## src/kpi_pkg.sv

```systemverilog
package kpi_pkg;

    localparam int TIME_W   = 32;
    localparam int COORD_W  = 32;
    localparam int COUNT_W  = 7;
    localparam int MAX_KEYS = 64;

    typedef enum logic [1:0] {
        FOUND_EXACT  = 2'd0,
        FOUND_INTERP = 2'd1,
        FOUND_LAST   = 2'd2,
        FOUND_EMPTY  = 2'd3
    } t_found;

    localparam logic CMD_WRITE = 1'b0;
    localparam logic CMD_QUERY = 1'b1;

    // controller to datapath
    typedef struct packed {
        logic clear_idx;   // restart walk at entry zero
        logic step_idx;    // advance walk index
        logic rd_en;       // read entries idx and idx+1
        logic cmp_en;      // latch comparison of fetched pair
        logic div_start;   // load divider
        logic div_step;    // one quotient bit
        logic mul_en;      // multiply stage
        logic sel_a;       // result from entry a
        logic sel_zero;    // result zero
        logic out_en;      // present result
        t_found found;
    } t_ctrl;

    // datapath to controller
    typedef struct packed {
        logic is_last;
        logic eq_a;
        logic between;
        logic div_done;
    } t_stat;

endpackage

```

## src/kpi_ctrl.sv

```systemverilog
module kpi_ctrl (
    input  logic           i_clk,
    input  logic           i_rst_n,
    input  logic           i_query,
    input  logic [6:0]     i_count,
    input  kpi_pkg::t_stat i_stat,
    output kpi_pkg::t_ctrl o_ctrl,
    output logic           o_busy
);
    import kpi_pkg::*;

    typedef enum logic [3:0] {
        S_IDLE, S_READ, S_WAIT, S_CMP, S_DECIDE, S_DIV, S_MUL, S_ADD, S_DONE
    } t_state;

    t_state r_state;

    always_ff @(posedge i_clk) begin
        if (!i_rst_n) begin
            r_state <= S_IDLE;
            o_ctrl  <= '0;
            o_busy  <= 1'b0;
        end else begin
            o_ctrl <= '0;
            case (r_state)
                S_IDLE: begin
                    if (i_query) begin
                        o_busy <= 1'b1;
                        if (i_count == '0) begin
                            o_ctrl.out_en   <= 1'b1;
                            o_ctrl.sel_zero <= 1'b1;
                            o_ctrl.found    <= FOUND_EMPTY;
                            r_state <= S_DONE;
                        end else begin
                            o_ctrl.clear_idx <= 1'b1;
                            r_state <= S_READ;
                        end
                    end
                end
                S_READ: begin
                    o_ctrl.rd_en <= 1'b1;
                    r_state <= S_WAIT;
                end
                S_WAIT: begin
                    o_ctrl.cmp_en <= 1'b1;
                    r_state <= S_CMP;
                end
                S_CMP: r_state <= S_DECIDE;
                S_DECIDE: begin
                    if (i_stat.eq_a || i_stat.is_last) begin
                        o_ctrl.out_en <= 1'b1;
                        o_ctrl.sel_a  <= 1'b1;
                        o_ctrl.found  <= i_stat.eq_a ? FOUND_EXACT : FOUND_LAST;
                        r_state <= S_DONE;
                    end else if (i_stat.between) begin
                        o_ctrl.div_start <= 1'b1;
                        r_state <= S_DIV;
                    end else begin
                        o_ctrl.step_idx <= 1'b1;
                        r_state <= S_READ;
                    end
                end
                S_DIV: begin
                    if (i_stat.div_done && !o_ctrl.div_start) begin
                        o_ctrl.mul_en <= 1'b1;
                        r_state <= S_MUL;
                    end else begin
                        o_ctrl.div_step <= 1'b1;
                    end
                end
                S_MUL: r_state <= S_ADD;
                S_ADD: begin
                    o_ctrl.out_en <= 1'b1;
                    o_ctrl.found  <= FOUND_INTERP;
                    r_state <= S_DONE;
                end
                S_DONE: begin
                    o_busy  <= 1'b0;
                    r_state <= S_IDLE;
                end
                default: r_state <= S_IDLE;
            endcase
        end
    end

    a_busy_idle: assert property (@(posedge i_clk) disable iff (!i_rst_n)
        (r_state == S_IDLE) |-> !o_busy) else $error("busy while idle");
    a_done_out: assert property (@(posedge i_clk) disable iff (!i_rst_n)
        (r_state == S_DONE) |-> o_busy) else $error("done without request");
    a_onehot: assert property (@(posedge i_clk) disable iff (!i_rst_n)
        $onehot0({o_ctrl.div_start, o_ctrl.mul_en, o_ctrl.out_en}))
        else $error("overlapping commands");

endmodule

```

## config.mk

```make
export PLATFORM = sky130hd
export DESIGN_NAME = kpi_ctrl
export DESIGN_NICKNAME = d
export VERILOG_FILES = /design/src/kpi_pkg.sv /design/src/kpi_ctrl.sv
export SDC_FILE = /design/constraint.sdc
export NUM_CORES = 1
export LEC_CHECK = 0
export CAP_MARGIN = 20
export CORE_AREA = 2 2 39 41
export DETAILED_ROUTE_END_ITERATION = 12
export DIE_AREA = 0 0 41 43
export DONT_BUFFER_PORTS = 1
export PLACE_DENSITY = 0.66
export SYNTH_ARGS = -nofsm -noshare
export SYNTH_HDL_FRONTEND = slang
export SYNTH_SLANG_ARGS = --single-unit
```

## constraint.sdc

```tcl
create_clock -name i_clk -period 4.2 [get_ports i_clk]
set_input_delay 0.63 -clock i_clk [delete_from_list [all_inputs] [get_ports i_clk]]
set_output_delay 0.63 -clock i_clk [all_outputs]
set_load 0.05 [all_outputs]
```

# [After elaboration in Yosys (flattened, before gate mapping)]
# Index checks and enable logic that the tools add are counted.
[totals] reg_bits=17 output_inout_bits=13 in_bits=14 wordCells=58
[op_classes] n_bitwise=2 muxes=21 n_reduce_logical=12 n_eq_ne=10
[op_table] cell="case mux 4 bit (8 select lines)" count=1
[op_table] cell="2-to-1 mux 4 bit" count=5
[op_table] cell="equality test 4 x 3 -> 1 bit, second input constant" count=4
[op_table] cell="2-to-1 mux 1 bit" count=9
[op_table] cell="2-to-1 mux 3 bit" count=3
[op_table] cell="case mux 3 bit (3 select lines)" count=1
[op_table] cell="equality test 4 x 2 -> 1 bit, second input constant" count=2
[op_table] cell="AND reduction 2 bit" count=4
[op_table] cell="zero test 7 bit" count=1
[op_table] cell="equality test 4 x 1 -> 1 bit, second input constant" count=1
[op_table] cell="equality test 4 bit, second input constant" count=1
[op_table] cell="zero test 4 bit" count=1
[op_table] cell="!= test 2 bit, second input constant" count=2
[op_table] cell="AND reduction 3 bit" count=1
[op_table] cell="OR reduction 3 bit" count=1
[op_table] cell="2-to-1 mux 2 bit" count=1
[op_table] cell="NOT 1 bit" count=2
[op_table] cell="case mux 1 bit (2 select lines)" count=1
[op_table] cell="nonzero test 2 bit" count=1
[op_table] cell="logical AND 1 bit" count=1
[op_table] cell="zero test 1 bit" count=1
[op_table] cell="logical OR 1 bit" count=1

# [Logic depth before layout (Yosys ltp)]
# Gate-level depths: netlist of run 1.
[depth] depth_word=4 depth_mapped=5 ltp_nobuf=4

# [Worst setup path before layout of run 1]
# Ideal clock, no wire load.
[synth_path] path_type="input -> register" start="input i_count[2]" end="register o_ctrl[1] (netlist bit)" arrival_time_ns=1.782 setup_time_ns=0.103 path_slack_ns=2.315 n_path_buf=0 required_ns=4.097 cell_stages=4 cell_sequence="or4_4 -> nor4_4 -> nand3_2 -> a2111oi_2"
[synth_via] elab_chain_len=4
[synth_rtl] item="start, declared" line_no="kpi_ctrl.sv:5" rtl="input logic [6:0] i_count,"
[synth_rtl] item="zero test 7 bit" line_no="kpi_ctrl.sv:29" rtl="if (i_count == '0) begin"
[synth_rtl] item="2-to-1 mux 4 bit" line_no="kpi_ctrl.sv:29"
[synth_rtl] item="2-to-1 mux 3 bit" line_no="kpi_ctrl.sv:27" rtl="if (i_query) begin"
[synth_rtl] item="case mux 3 bit (3 select lines)" line_no="kpi_ctrl.sv:25" rtl="case (r_state)"
[synth_rtl] item="end, declared" line_no="kpi_ctrl.sv:7" rtl="output kpi_pkg::t_ctrl o_ctrl,"
# Every way passes these cells.
# A chain may end at the register's enable or synchronous reset.

# [Worst setup path after layout of run 1]
# Ends and elaborated chain as after synthesis.

==> run_results.csv, run 1 <==
group,metric,value,unit
run_status,status,"finished clean",
worst_setup_path,reg2reg_depth,4,
sta,finalHoldViolCount,0,
synthesis,ys_async_sr_fraction,0,
hold_path,hold_depth,1,
die,die-area,1760,µm²
place,dp_hpwl,851,µm
synthesis,ys_types,30,
detailed_routing,antenna_left,0,
worst_setup_path,cp-start-kind,"input pin",
cells_and_area,syn2layout_area_growth,3.70,%
sta,max-slew-margin-rel,0.655,
cts,cts_hold_repair.buffers,0,
synthesis,syn_nets,84,
cts,clk_pin_slew,0.10,ns
detailed_routing,drtIter0Drc,4,
sta,min_period,1.65,ns
sta,finalClockSkew,0.00428,ns
synthesis,ys_top_cells_by_area,"dfxtp_1 50%, nor2_1 5.5%, a21oi_1 4.4%, nor4_4 3.1%, nand2b_1 2.8%",
global_routing,grt.overflow.total,0,
cells_and_area,final_core_util,0.507,
power,pwr_density_cell,496,nW/µm²
synthesis,syn_avg_cell_area,9.67,µm²
synthesis,synth_top_area_frac,0.503,
synthesis,synth-seq-area-share,0.503,
die,fp.dieW,41,µm
synthesis,ys_warn_count,0,
sta,drv_slew,0,
hold_path,hp-class,"in2reg",
synthesis,synth_seq_cells,17,
cells_and_area,layout.nets,86,
sta,holdWs,0.404,ns
global_routing,grt_pass1_wl,1880,µm
global_routing,antenna_found_initial,0,
synthesis,synth_edf_count,0,
synthesis,synthCells,70,
global_routing,grt_usage,0.159,
cts,numCtsBuffers,3,
job,maxCapViolCount,0,
worst_setup_path,crit_path_end_kind,"flip-flop",
place,place_ws,2.23,ns
worst_setup_path,crit_required,4.39,ns
worst_setup_path,crit_path_max_fanout,4,
die,num_rows,14,
power,ir_drop,0.220,mV
synthesis,yosys-top-cells-count,"17 x dfxtp_1, 10 x nor2_1, 6 x a21oi_1, 3 x nand2_1, 3 x nand2b_1",
place,io_buffers,0,
die,initial_core_util,0.489,
sta,clock.fmax,607,MHz
global_routing,grt_max_degree,15,
detailed_routing,wl,1150,µm
synthesis,synth_flop_cell,"dfxtp_1",
cells_and_area,antenna_cells,0,
synthesis,synth_area,677,µm²
global_routing,grt_pass1_vias,433,
cts,cts.repair.resized,0,
die,io_pins,27,
cts,clk_path_buf_depth,2,
hold_path,holdPathEnd,"o_ctrl[10]",
synthesis,synth_most_common_cell,"dfxtp_1",
power,p_total,348,µW
place,gp_congestion,0.807,
detailed_routing,dr.pass1.iters,2,
cts,cts_num_sinks,17,
worst_setup_path,reg2reg_from,"r_state[0]",
sta,post-route-period-util,0.393,
hold_path,min_from,"i_stat[1]",
detailed_routing,viasPerCell,5.61,
sta,tightest_slew,0.517,ns
die,core_area,1380,µm²
cts,root_buffer,"clkbuf_4",
die,die_height,43,µm
sta,grt_setup_unrepaired,"no",
cts,htree_levels,1,
worst_setup_path,path_class,"in2reg",
cells_and_area,drive_gt1_frac,0.155,
detailed_routing,drc,0,
sta,timing.final.ws_setup,2.55,ns
worst_setup_path,arrival,1.84,ns
detailed_routing,wl_per_cell,13.2,µm
sta,finalSetupTns,0,ns
cts,postCtsSetupBuffers,0,
worst_setup_path,r2r_setup_slack,2.75,ns
sta,setup_violations,0,
detailed_routing,routed-via-count,488,
worst_setup_path,regToRegEndpoint,"r_state[0]",
synthesis,yosysTopAreaCell,"dfxtp_1",
cts,cts_tree,"yes",
cts,insertion_delay,0.28,ns
power,p_leak,0.257,nW
[sequential cells by signal (all words and copies together) (netlist names)]
signal / cells
o_ctrl: 12
r_state: 4
o_busy: 1
[critical path, stage by stage]
cell	delay, ns
or4_4	0.52
nor4_4	0.25
nand3_2	0.14
a2111oi_2	0.29
[how the worst max path moves through the flow]
| stage | slack (ns) | cells past startpoint | to | from |
|---|---|---|---|---|
| 6_report | 2.55 | 4 | o_ctrl[1] | i_count[2] |
| 5_1_grt | 2.47 | 4 | o_ctrl[1] | i_count[2] |
| 4_1_cts | 2.55 | 4 | o_ctrl[1] | i_count[2] |
| 3_5_place_dp | 2.23 | 4 | o_ctrl[1] | i_count[2] |
| 3_3_place_gp | 2.26 | 4 | o_ctrl[1] | i_count[2] |
| 2_1_floorplan | 2.31 | 4 | o_ctrl[1] | i_count[2] |
[per-stage QoR]
stage,instance area [µm²],instances
2_1_floorplan,677,70
3_3_place_gp,674,83
3_5_place_dp,674,83
4_1_cts,702,87
5_1_grt,702,87
6_report,702,87
[kinds of logic (layout without fill, tap and decap cells)]
group                  Yosys count  count (layout)  synth area share
AOI/OAI and AO/OA               16              16             0.165
buffers and inverters            5               6            0.0444
DFF                             17              17             0.503
and+or+nand+nor                 32              32             0.288
[layer usage]
layer / GRT usage / vias up / wire length, µm
met3: 0.0890 / 2 / 76
met4: 0.0600 / 0 / 14
met1: 0.216 / 220 / 518
met2: 0.203 / 15 / 540
li1: - / 251 / -
met5: 0 / - / 0
[cell usage in the layout, fill, tap and decap left out, types with 3 or more instances in the layout]
cell type and instances:
a21oi_1 6, nand2_1 3, nor2_1 10, clkbuf_4 3
nand2b_1 3, dfxtp_1 17
[power breakdown]
group	total, mW	leakage (nW)	internal (mW)	switching [mW]
registers	0.215	0.138	0.173	0.0423
logic	0.0482	0.102	0.0233	0.0249
clock network	0.0845	0.0177	0.0354	0.0492
total	0.348	0.257	0.231	0.116
[cell type report]
| class | count | area (µm²) |
|---|---|---|
| clock buffers | 3 | 22.5 |
| clock inverters | 1 | 5.00 |
| fillers | 132 | 682 |
| inverters | 2 | 7.51 |
| multi-input cells | 48 | 307 |
| flip-flops and latches | 17 | 340 |
| well taps | 16 | 20.0 |
(Power assumes the default switching activity.)
==> run 2, diff against run 1 <==
CORE_AREA = default   (was 2 2 39 41)
CORE_MARGIN = 2   (was default)
CORE_UTILIZATION = 51   (was default)
DIE_AREA = default   (was 0 0 41 43)
PLACE_DENSITY = 0.69   (was 0.66)
clock period = 1.4 ns   (was 4.2 ns; I/O delays follow)
==> run 2 against run 1 <==
  * Core utilization grew 9.4 points
  * Sequential power grew to 2.9 times the previous value
  * Sequential share of layout area shrank 3.9 points
  * Critical path type is now reg2reg
  * Flip-flop and latch count unchanged
  * First-iteration DRC count is 75% higher
  * Hold slack got worse by 0.39 ns
  * Power increased to 3.2 times the previous value
  * Clock power rose to 3.2 times the previous value
  * Global-route usage grew 1.7 points
  * Setup slack got worse by 2.4 ns
==> run_results.csv, run 2 (synthesized netlist as in run 1, its figures left out) <==
group,metric,value,unit
die,initial_core_util,0.534,
sta,max-slew-margin-rel,0.668,
global_routing,grt_usage,0.176,
die,die-area,1630,µm²
die,fp.dieW,40.4,µm
detailed_routing,drc,0,
power,p_total,1.11,mW
cts,cts_num_sinks,17,
die,io_pins,27,
cells_and_area,antenna_cells,0,
power,pwr_density_cell,1450,nW/µm²
global_routing,grt_pass1_wl,1840,µm
detailed_routing,antenna_left,0,
cells_and_area,layout.nets,94,
detailed_routing,wl_per_cell,12.6,µm
die,num_rows,13,
worst_setup_path,crit_path_end_kind,"flip-flop",
sta,grt_setup_unrepaired,"no",
cts,clk_path_buf_depth,2,
place,io_buffers,0,
cts,numCtsBuffers,3,
detailed_routing,routed-via-count,548,
sta,finalHoldViolCount,0,
cells_and_area,biggestRegsByFlops,"o_ctrl (12), r_state (4), o_busy (1)",
worst_setup_path,crit_path_max_fanout,11,
cells_and_area,fill_cells,118,
place,placed_cell_area,726,µm²
worst_setup_path,crit_required,1.63,ns
sta,tightest_slew,0.497,ns
cells_and_area,mostFrequentLayoutCells,"17 x dfxtp_1, 10 x nor2_1, 7 x buf_4, 6 x a21oi_1",
detailed_routing,dr.pass1.iters,5,
place,gp_congestion,0.858,
cells_and_area,largest_register_ffs,12,
cts,clk_pin_slew,0.10,ns
worst_setup_path,path_class,"reg2reg",
cells_and_area,top_register,"o_ctrl",
cells_and_area,drive_gt1_frac,0.228,
sta,post-route-period-util,0.908,
detailed_routing,wl,1190,µm
sta,drv_slew,0,
cts,htree_levels,1,
job,maxCapViolCount,0,
worst_setup_path,arrival,1.50,ns
place,dp_hpwl,915,µm
sta,finalClockSkew,0.00235,ns
cells_and_area,final_core_util,0.602,
power,ir_drop,0.810,mV
cts,root_buffer,"clkbuf_4",
sta,clock.fmax,787,MHz
sta,min_period,1.27,ns
cells_and_area,syn2layout_area_growth,12.8,%
detailed_routing,drtIter0Drc,7,
global_routing,antenna_found_initial,0,
sta,setup_violations,0,
global_routing,grt.overflow.total,0,
detailed_routing,viasPerCell,5.83,
die,die_height,40.4,µm
global_routing,grt_max_degree,12,
cts,cts_tree,"yes",
global_routing,grt_pass1_vias,473,
cells_and_area,final_common_cell,"dfxtp_1",
hold_path,hp-class,"in2reg",
run_status,status,"finished clean",
worst_setup_path,cp-start-kind,"flip-flop",
power,p_leak,0.298,nW
cells_and_area,fin_area,763,µm²
die,core_area,1270,µm²
cts,postCtsSetupBuffers,0,
cts,insertion_delay,0.30,ns
## run 2: timing repair
action | CTS | global route
resized for setup | 0 | 1
endpoints found under the hold margin | 1 | 0
setup endpoints to repair | 0 | 3
hold buffers | 1 | 0
## run 2: path summary, 6_finish.rpt
kind | start | to | slack [ns] | cells past startpoint
setup / recovery | r_state[2] | r_state[0] | 0.13 | 3
hold / removal | i_rst_n | o_busy | 0.01 | 2
setup reg to reg | r_state[2] | r_state[0] | 0.13 | 3
hold reg to reg | r_state[3] | o_busy | 0.55 | 3
## run 2: per-layer routing
| metal | track usage | part of all wire | wire length, µm | up-vias |
|---|---|---|---|---|
| met2 | 0.266 | 0.47 | 561 | 17 |
| met4 | 0.150 | 0.036 | 43 | 0 |
| met3 | 0.0389 | 0.059 | 70 | 5 |
| li1 | - | - | - | 269 |
| met5 | 0 | 0 | 0 | - |
| met1 | 0.207 | 0.43 | 513 | 257 |
## run 2: cell type report
type / instances / area (µm²) / area share
clock buffer: 3 / 22.5 / 0.0295
clock inverter: 1 / 5.00 / 0.00656
inverter: 2 / 7.51 / 0.00984
multi-input combinational: 48 / 307 / 0.402
sequential: 17 / 340 / 0.446
tap: 15 / 18.8 / 0.0246
timing repair buffer: 8 / 62.6 / 0.0820
## run 2: critical path: stages (launching register included)
cell and delay, ns:
dfxtp_1 0.55, nand3b_1 0.17, or2_2 0.33, o22ai_1 0.15
## run 2: power by group
group / leakage (nW) / switching, mW / internal [mW] / total [mW]
Clock: 0.0177 / 0.163 / 0.107 / 0.270
Combinational: 0.142 / 0.106 / 0.113 / 0.219
Sequential: 0.138 / 0.103 / 0.519 / 0.622
## run 2: per-stage QoR
step	std cells	hold slack, ns	TNS (ns)	setup WS (ns)
floorplan	70	0.282	-0.0654	-0.0654
global placement	89	0.286	-0.168	-0.0766
detailed placement	89	0.288	-0.293	-0.111
CTS	94	0.0152	0	0.125
global route	94	0.0267	0	0.0291
finish	94	0.0130	0	0.129
